<file path="src/lrrb_pkg.sv">
// Shared types, constants and the pointer helper function of the line receive ring buffer.
package lrrb_pkg;

   localparam int BUF_DEPTH = 32;
   localparam int PTR_W     = $clog2(BUF_DEPTH);

   localparam logic [7:0] TERM_RESET = 8'h0A;
   localparam logic [7:0] CLOSE_BYTE = 8'h00;

   localparam logic REPLY_LINE  = 1'b0;
   localparam logic REPLY_QUERY = 1'b1;

   typedef enum logic [1:0] {
      CMD_PUSH     = 2'd0,
      CMD_GET_LINE = 2'd1,
      CMD_QUERY    = 2'd2
   } cmd_type;

   typedef enum logic [2:0] {
      ST_IDLE,
      ST_GET_ISSUE,
      ST_GET_DATA,
      ST_QRY_ISSUE,
      ST_QRY_DATA
   } state_type;

   typedef struct packed {
      logic [1:0] cmd;
      logic [7:0] rx_byte;
   } req_type;

   typedef struct packed {
      logic       reply_kind;
      logic [7:0] data_byte;
      logic       line_present;
      logic       last;
   } rsp_type;

   typedef struct packed {
      logic             wr_en;
      logic [PTR_W-1:0] wr_addr;
      logic [7:0]       wr_data;
      logic             rd_en;
      logic [PTR_W-1:0] rd_addr;
   } mem_req_type;

   function automatic logic [PTR_W-1:0] ptr_next(input logic [PTR_W-1:0] p);
      logic [PTR_W-1:0] r;
      if (p == PTR_W'(BUF_DEPTH - 1)) begin
         r = '0;
      end else begin
         r = p + PTR_W'(1);
      end
      return r;
   endfunction

endpackage

</file>
<file path="src/lrrb_ram.sv">
// Generic single-port-write, single-port-read RAM with a registered read.
module lrrb_ram #(
   parameter int WIDTH = 8,
   parameter int DEPTH = 32
) (
   input  logic                     clock,
   input  logic                     wr_en,
   input  logic [$clog2(DEPTH)-1:0] wr_addr,
   input  logic [WIDTH-1:0]         wr_data,
   input  logic                     rd_en,
   input  logic [$clog2(DEPTH)-1:0] rd_addr,
   output logic [WIDTH-1:0]         rd_data
);

   logic [WIDTH-1:0] mem_ff [DEPTH];
   logic [WIDTH-1:0] rd_data_ff;

   always_ff @(posedge clock) begin
      if (wr_en) begin
         mem_ff[wr_addr] <= wr_data;
      end
      if (rd_en) begin
         rd_data_ff <= mem_ff[rd_addr];
      end
   end

   assign rd_data = rd_data_ff;

endmodule

</file>
<file path="src/lrrb_seq.sv">
// Command sequencer: pointers, store accesses and the registered result word.
module lrrb_seq (
   input  logic                clock,
   input  logic                reset,
   input  logic                start,
   input  lrrb_pkg::req_type   req_data,
   input  logic [7:0]          term_char,
   input  logic [7:0]          mem_rd_data,
   output lrrb_pkg::mem_req_type mem_req,
   output logic                busy,
   output logic                rsp_valid,
   output lrrb_pkg::rsp_type   rsp_data
);
   import lrrb_pkg::*;

   state_type        state_ff, state_in;
   logic [PTR_W-1:0] wr_ptr_ff, wr_ptr_in;
   logic [PTR_W-1:0] rd_ptr_ff, rd_ptr_in;
   logic [PTR_W-1:0] scan_ff, scan_in;
   logic             rsp_valid_ff, rsp_valid_in;
   rsp_type          rsp_ff, rsp_in;

   always_ff @(posedge clock) begin
      if (reset) begin
         state_ff     <= ST_IDLE;
         wr_ptr_ff    <= '0;
         rd_ptr_ff    <= '0;
         rsp_valid_ff <= 1'b0;
      end else begin
         state_ff     <= state_in;
         wr_ptr_ff    <= wr_ptr_in;
         rd_ptr_ff    <= rd_ptr_in;
         rsp_valid_ff <= rsp_valid_in;
      end
   end

   always_ff @(posedge clock) begin
      scan_ff <= scan_in;
      rsp_ff  <= rsp_in;
   end

   always_comb begin
      state_in     = state_ff;
      wr_ptr_in    = wr_ptr_ff;
      rd_ptr_in    = rd_ptr_ff;
      scan_in      = scan_ff;
      rsp_valid_in = 1'b0;
      rsp_in       = rsp_ff;
      mem_req      = '{wr_en: 1'b0, wr_addr: wr_ptr_ff, wr_data: req_data.rx_byte,
                       rd_en: 1'b0, rd_addr: rd_ptr_ff};

      unique case (state_ff)
         ST_IDLE: begin
            if (start) begin
               unique case (req_data.cmd)
                  CMD_PUSH: begin
                     // No overflow guard: an overrun silently overwrites old bytes.
                     mem_req.wr_en = 1'b1;
                     wr_ptr_in     = ptr_next(wr_ptr_ff);
                  end
                  CMD_GET_LINE: state_in = ST_GET_ISSUE;
                  CMD_QUERY: begin
                     scan_in  = rd_ptr_ff;
                     state_in = ST_QRY_ISSUE;
                  end
                  default: ;
               endcase
            end
         end
         ST_GET_ISSUE: begin
            if (rd_ptr_ff == wr_ptr_ff) begin
               rsp_valid_in = 1'b1;
               rsp_in       = '{REPLY_LINE, CLOSE_BYTE, 1'b0, 1'b1};
               state_in     = ST_IDLE;
            end else begin
               mem_req.rd_en   = 1'b1;
               mem_req.rd_addr = rd_ptr_ff;
               state_in        = ST_GET_DATA;
            end
         end
         ST_GET_DATA: begin
            // The byte is consumed whether it is the terminator or not.
            rd_ptr_in    = ptr_next(rd_ptr_ff);
            rsp_valid_in = 1'b1;
            if (mem_rd_data == term_char) begin
               rsp_in   = '{REPLY_LINE, CLOSE_BYTE, 1'b0, 1'b1};
               state_in = ST_IDLE;
            end else begin
               rsp_in   = '{REPLY_LINE, mem_rd_data, 1'b0, 1'b0};
               state_in = ST_GET_ISSUE;
            end
         end
         ST_QRY_ISSUE: begin
            if (scan_ff == wr_ptr_ff) begin
               rsp_valid_in = 1'b1;
               rsp_in       = '{REPLY_QUERY, CLOSE_BYTE, 1'b0, 1'b1};
               state_in     = ST_IDLE;
            end else begin
               mem_req.rd_en   = 1'b1;
               mem_req.rd_addr = scan_ff;
               state_in        = ST_QRY_DATA;
            end
         end
         ST_QRY_DATA: begin
            if (mem_rd_data == term_char) begin
               rsp_valid_in = 1'b1;
               rsp_in       = '{REPLY_QUERY, CLOSE_BYTE, 1'b1, 1'b1};
               state_in     = ST_IDLE;
            end else begin
               scan_in  = ptr_next(scan_ff);
               state_in = ST_QRY_ISSUE;
            end
         end
         default: state_in = ST_IDLE;
      endcase
   end

   assign busy      = (state_ff != ST_IDLE);
   assign rsp_valid = rsp_valid_ff;
   assign rsp_data  = rsp_ff;

endmodule

</file>
<file path="src/line_receive_ring_buffer.sv">
// Top level of the line receive ring buffer: terminator register, byte store, sequencer.
//
// Serial bytes are pushed into a 32-entry circular byte store and read back as lines.
// Command channel: a word on req_data (cmd, rx_byte) is taken at a rising edge where
// start is high and busy is low.
//   Push stores rx_byte at the write pointer and gives no result;
//   busy stays low, so pushes can follow back to back. There is no overflow guard.
//   Get line emits the pending bytes up to the terminator, consumes the terminator
//   and closes with a zero byte marked last. Each stored byte is read from the RAM
//   and then compared with the terminator.
//   Query scans the pending bytes without consuming them and answers with one word,
//   line_present set if the terminator was found, with a read and a compare per byte.
// The pace is set by the single read port of the byte store and its registered read.
// Results appear on rsp_data for exactly one cycle, marked by rsp_valid; the receiver
// cannot hold them off. The last word of a command coincides with busy falling, so
// the next command may be given in that very cycle. csr_we/csr_wdata write the
// terminator (reset value line feed); the user must do so only while idle, as the block
// does not enforce it. Reset clears the pointers and the sequencer, not the store.
module line_receive_ring_buffer (
   input  logic              clock,
   input  logic              reset,
   input  logic              start,
   input  lrrb_pkg::req_type req_data,
   output logic              busy,
   output logic              rsp_valid,
   output lrrb_pkg::rsp_type rsp_data,
   input  logic              csr_we,
   input  logic [7:0]        csr_wdata
);
   import lrrb_pkg::*;

   logic [7:0]  term_ff, term_in;
   mem_req_type mem_req;
   logic [7:0]  mem_rd_data;

   always_comb begin
      term_in = csr_we ? csr_wdata : term_ff;
   end

   always_ff @(posedge clock) begin
      if (reset) begin
         term_ff <= TERM_RESET;
      end else begin
         term_ff <= term_in;
      end
   end

   lrrb_ram #(
      .WIDTH (8),
      .DEPTH (BUF_DEPTH)
   ) u_store (
      .clock   (clock),
      .wr_en   (mem_req.wr_en),
      .wr_addr (mem_req.wr_addr),
      .wr_data (mem_req.wr_data),
      .rd_en   (mem_req.rd_en),
      .rd_addr (mem_req.rd_addr),
      .rd_data (mem_rd_data)
   );

   lrrb_seq u_seq (
      .clock       (clock),
      .reset       (reset),
      .start       (start),
      .req_data    (req_data),
      .term_char   (term_ff),
      .mem_rd_data (mem_rd_data),
      .mem_req     (mem_req),
      .busy        (busy),
      .rsp_valid   (rsp_valid),
      .rsp_data    (rsp_data)
   );

   // The final word of a command is shown exactly when the sequencer is free again.
   a_last_when_free: assert property (@(posedge clock) disable iff (reset)
      rsp_valid |-> (rsp_data.last == !busy))
      else $error("last flag disagrees with sequencer state");

   a_read_cmd_busy: assert property (@(posedge clock) disable iff (reset)
      (start && !busy && (req_data.cmd == CMD_GET_LINE || req_data.cmd == CMD_QUERY))
      |=> busy)
      else $error("get line or query did not occupy the sequencer");

   a_query_single: assert property (@(posedge clock) disable iff (reset)
      (rsp_valid && rsp_data.reply_kind == REPLY_QUERY) |-> rsp_data.last)
      else $error("query answer not marked last");

   a_line_no_flag: assert property (@(posedge clock) disable iff (reset)
      (rsp_valid && rsp_data.reply_kind == REPLY_LINE) |-> !rsp_data.line_present)
      else $error("line word carries a query flag");

   a_no_store_write_busy: assert property (@(posedge clock) disable iff (reset)
      busy |-> !mem_req.wr_en)
      else $error("store written during a read sequence");

endmodule

</file>
<file path="config.mk">
export PLATFORM = sky130hd
export DESIGN_NAME = line_receive_ring_buffer
export DESIGN_NICKNAME = d
export VERILOG_FILES = /design/src/lrrb_pkg.sv /design/src/lrrb_ram.sv /design/src/lrrb_seq.sv /design/src/line_receive_ring_buffer.sv
export SDC_FILE = /design/constraint.sdc
export NUM_CORES = 1
export LEC_CHECK = 0
export BUFFER_PORTS_ARGS = -buffer_cell sky130_fd_sc_hd__buf_2
export CAP_MARGIN = 40
export CORE_MARGIN = 4
export CORE_UTILIZATION = 56
export DETAILED_ROUTE_END_ITERATION = 8
export HOLD_SLACK_MARGIN = 0.15
export PLACE_DENSITY = 0.82
export SLEW_MARGIN = 20
export SYNTH_ARGS = -nofsm -noshare
export SYNTH_HDL_FRONTEND = slang
export SYNTH_SLANG_ARGS = --single-unit
</file>
<file path="constraint.sdc">
create_clock -name clock -period 2.45 [get_ports clock]
set_input_delay 0.245 -clock clock [delete_from_list [all_inputs] [get_ports clock]]
set_output_delay 0.245 -clock clock [all_outputs]
set_load 0.02 [all_outputs]
</file>
==> run_results.csv <==
group,metric,value,unit
place,placed_area,0.0139,mm^2
sta,hold_violations,0,
layout,num_antenna_cells,0,
sta,worstMarginPinSlew,0.703,ns
floorplanning,core,0.0226,mm^2
floorplanning,dieArea,0.0254,mm^2
cts,cts_max_path_buffers,3,
route,drt-pass1-iter-count,6,
logic_synthesis,synth.area.top_cells,"edfxtp_1 (66%), nand2_1 (4.3%), dfxtp_1 (3.4%), a211oi_1 (2.6%), mux2i_1 (2.4%)",
floorplanning,die_height,159,um
logic_synthesis,syn_nets,990,
logic_synthesis,yosys_warnings,0,
sta,fmax,340,MHz
floorplanning,start_util,56.9,%
logic_synthesis,syn_inst,957,
logic_synthesis,yosysUniqueCellTypes,60,
logic_synthesis,synth-main-ff-cell,"edfxtp_1",
global_routing,grt_start_max_net_pins,33,
logic_synthesis,synth-edff-count,280,
route,viasPerCell,6.56,
logic_synthesis,synth_top_area_share,65.5,%
power,ir_drop,0.000651,V
place,dp.final_hpwl,18900,um
logic_synthesis,syn_area,0.0128,mm^2
layout,final_area,0.0161,mm^2
global_routing,grt_pass1_vias,8804,
layout,fillers,1269,
cts,cts.sinks,302,
floorplanning,row_count,55,
min_path,min_path_type,"input pin to flip-flop",
sta,layout_worst_path_cycle_share,120,%
status,failed_checks,"negative setup slack",
logic_synthesis,async_flop_share,0,%
sta,slew_headroom,53.1,%
sta,tns,-3.54,ns
sta,fin_crit,2.95,ns
power,p_clk_share,42.1,%
global_routing,grt_pass1_wl,50700,um
cts,cts_tree,"yes",
setup_path,cp.required,2.73,ns
global_routing,antenna_found_initial,0,
setup_path,path_max_fanout,21,
power,netSwitchingFraction,21.6,%
route,wire_per_inst,26.1,um
place,dp_cells,1307,
power,internal_power,0.00864,W
power,p_leak,5.70,nW
power,seq_power_share,51.8,%
place,place_ws,-0.637,ns
sta,finClkSkew,0.0185,ns
sta,finalWorstSetupSlack,-0.495,ns
setup_path,critPathKind,"flip-flop to flip-flop",
floorplanning,die-width,159,um
status,status,"finished, violations left",
layout,syn2layout_area_growth,25.5,%
layout,drive_above_1_share,27.7,%
route,routed-via-count,9324,
cts,numCtsBuffers,29,
cts,h-tree-depth,1,
layout,stdcell_count,1421,
cts,path_clk_slew,0.07,ns
place,portBuffers,34,
route,dr.first_iter.drc_count,1302,
setup_path,critPathLaunchType,"flip-flop",
logic_synthesis,avgSynthCellArea,13.4,um^2
global_routing,track_usage,25.4,%
power,power_frac_comb,6.1,%
route,ant_nets,0,
sta,rsz0062_at_grt,"true",
run,maxCapViolCount,0,
logic_synthesis,ys_ff_latch,302,
logic_synthesis,yosysSeqAreaShare,68.9,%
cts,ctsRootBufferMaster,"clkbuf_16",
setup_path,arrival,3.22,ns
sta,setup_viol,8,
route,post-route-drc-count,0,
power,p_per_area,684,mW/mm^2
global_routing,grt-ovfl-total,0,
power,p_switching,0.00237,W
cts,clkLatencyLatePin,0.56,ns
place,gp_congestion,0.845,
route,drt-total-wl,37000,um
sta,drv_slew,0,
layout,nNetsFinal,1146,
setup_path,end_kind,"flip-flop",
logic_synthesis,synth_area_leader_cell,"edfxtp_1",
floorplanning,ioPinCount,35,
## cell usage in the layout, fill, tap and decap left out, drive strengths merged, types with 9 or more instances in the layout
master       instances
a31o                14
edfxtp             280
a31oi               25
o22ai               21
a21oi               35
buf                164
a211oi              45
nor2                52
clkbuf              36
dfxtp               22
dlygate4sd3         21
clkinv              16
and3                49
mux2i               32
ha                  11
nand2              149
and2                14
inv                  9
o21ai               32
xnor2               13
## metrics by stage
step / util (%) / hold slack (ns) / total power, W
finish: 71.3 / 0.195 / 0.0110
floorplan: - / 0.344 / 0.00608
global route: 71.3 / 0.226 / 0.0113
CTS: 68.7 / 0.180 / 0.0109
detailed placement: 61.5 / 0.460 / 0.00631
global placement: 61.5 / 0.453 / 0.00630
## area by class of cell
cell class	count	area, um^2	share of cell area (%)
inverters	8	30.0	0.186
repair buffers	193	1870	11.6
flip-flops and latches	302	8850	55.0
clock buffers	30	729	4.53
clock inverters	24	250	1.55
multi-input cells	579	4020	25.0
well taps	285	357	2.21
## kinds of logic after synthesis
family                     after synthesis  share of synthesized area [%]
DFF                                    302                           68.9
xor gates and xnor gates                20                           1.48
muxes                                   36                           2.91
adders and majority gates               12                           1.15
buffers and inverters                   77                           3.41
AOI/OAI and AO/OA                      195                           10.1
and+or+nand+nor                        315                           12.0
## power by group through the flow
stage,Sequential [W],Clock (W),Combinational [W]
after detailed placement,0.00581,0,0.000501
after CTS,0.00570,0.00461,0.000594
after global placement,0.00581,0,0.000485
after floorplan,0.00583,0,0.000252
after global routing,0.00570,0.00490,0.000704
final,0.00570,0.00463,0.000675
## critical path, cell delays in order (launching register included)
cell and delay, ns:
edfxtp_1 0.44, xor2_2 0.21, nor4_4 0.37, mux2_4 0.39, buf_12 0.15, buf_12 0.15, buf_4 0.14, and3_1 0.22
a211oi_2 0.26, o21ai_1 0.11, o21ai_2 0.12, a2111oi_4 0.10
## state kept, by name (all words and copies together) (netlist names)
name / cells
term_ff: 8
u_seq.rd_ptr_ff: 5
u_seq.rsp_data: 11
u_seq.rsp_valid: 1
u_seq.scan_ff: 5
u_seq.state_ff: 3
u_seq.wr_ptr_ff: 5
u_store.mem_ff: 256
u_store.rd_data: 8
## synthesized netlist by cell type, drive strengths merged, types with 4 or more instances
cell type / number
nand2: 149
edfxtp: 280
dfxtp: 22
o22ai: 21
and2: 13
inv: 8
nor3: 7
o31ai: 5
a211oi: 45
xnor2: 13
nand2b: 5
a22o: 8
and3: 49
a31oi: 25
nand3: 7
mux2: 4
xor2: 7
o21ai: 32
nor2b: 7
clkbuf: 28
mux2i: 32
nor2: 52
nand3b: 6
buf: 41
a31o: 14
ha: 11
a21oi: 35
nor4: 8
## timing repair
action | 4_1_cts | 5_1_grt
buffers inserted | 7 | 20
pin swaps | 10 | 36
endpoints found under the setup margin | 8 | 8
gates resized for setup | 51 | 61
hold endpoints to repair | 19 | 0
cloned | 5 | 8
hold buffers | 21 | 0
## metal layers
layer  part of all wire [%]  wire (um)  GRT usage (%)
met1                     35      13000           34.1
met2                     48      17700           41.5
met3                     12       4400           4.48
met4                    5.2       1930           10.3
met5                      0          0              0
## final timing paths
check | start | end | slack [ns] | depth (start not counted)
worst min-delay path | req_data[9] | u_seq.state_ff[1] | 0.20 | 4
worst max-delay path | u_seq.scan_ff[1] | u_store.rd_data[6] | -0.50 | 11
worst min register to register | u_store.rd_data[6] | u_seq.rsp_data[8] | 0.61 | 1
worst max register to register | u_seq.scan_ff[1] | u_store.rd_data[6] | -0.50 | 11
Note: power is estimated with default switching activity, not from simulation.
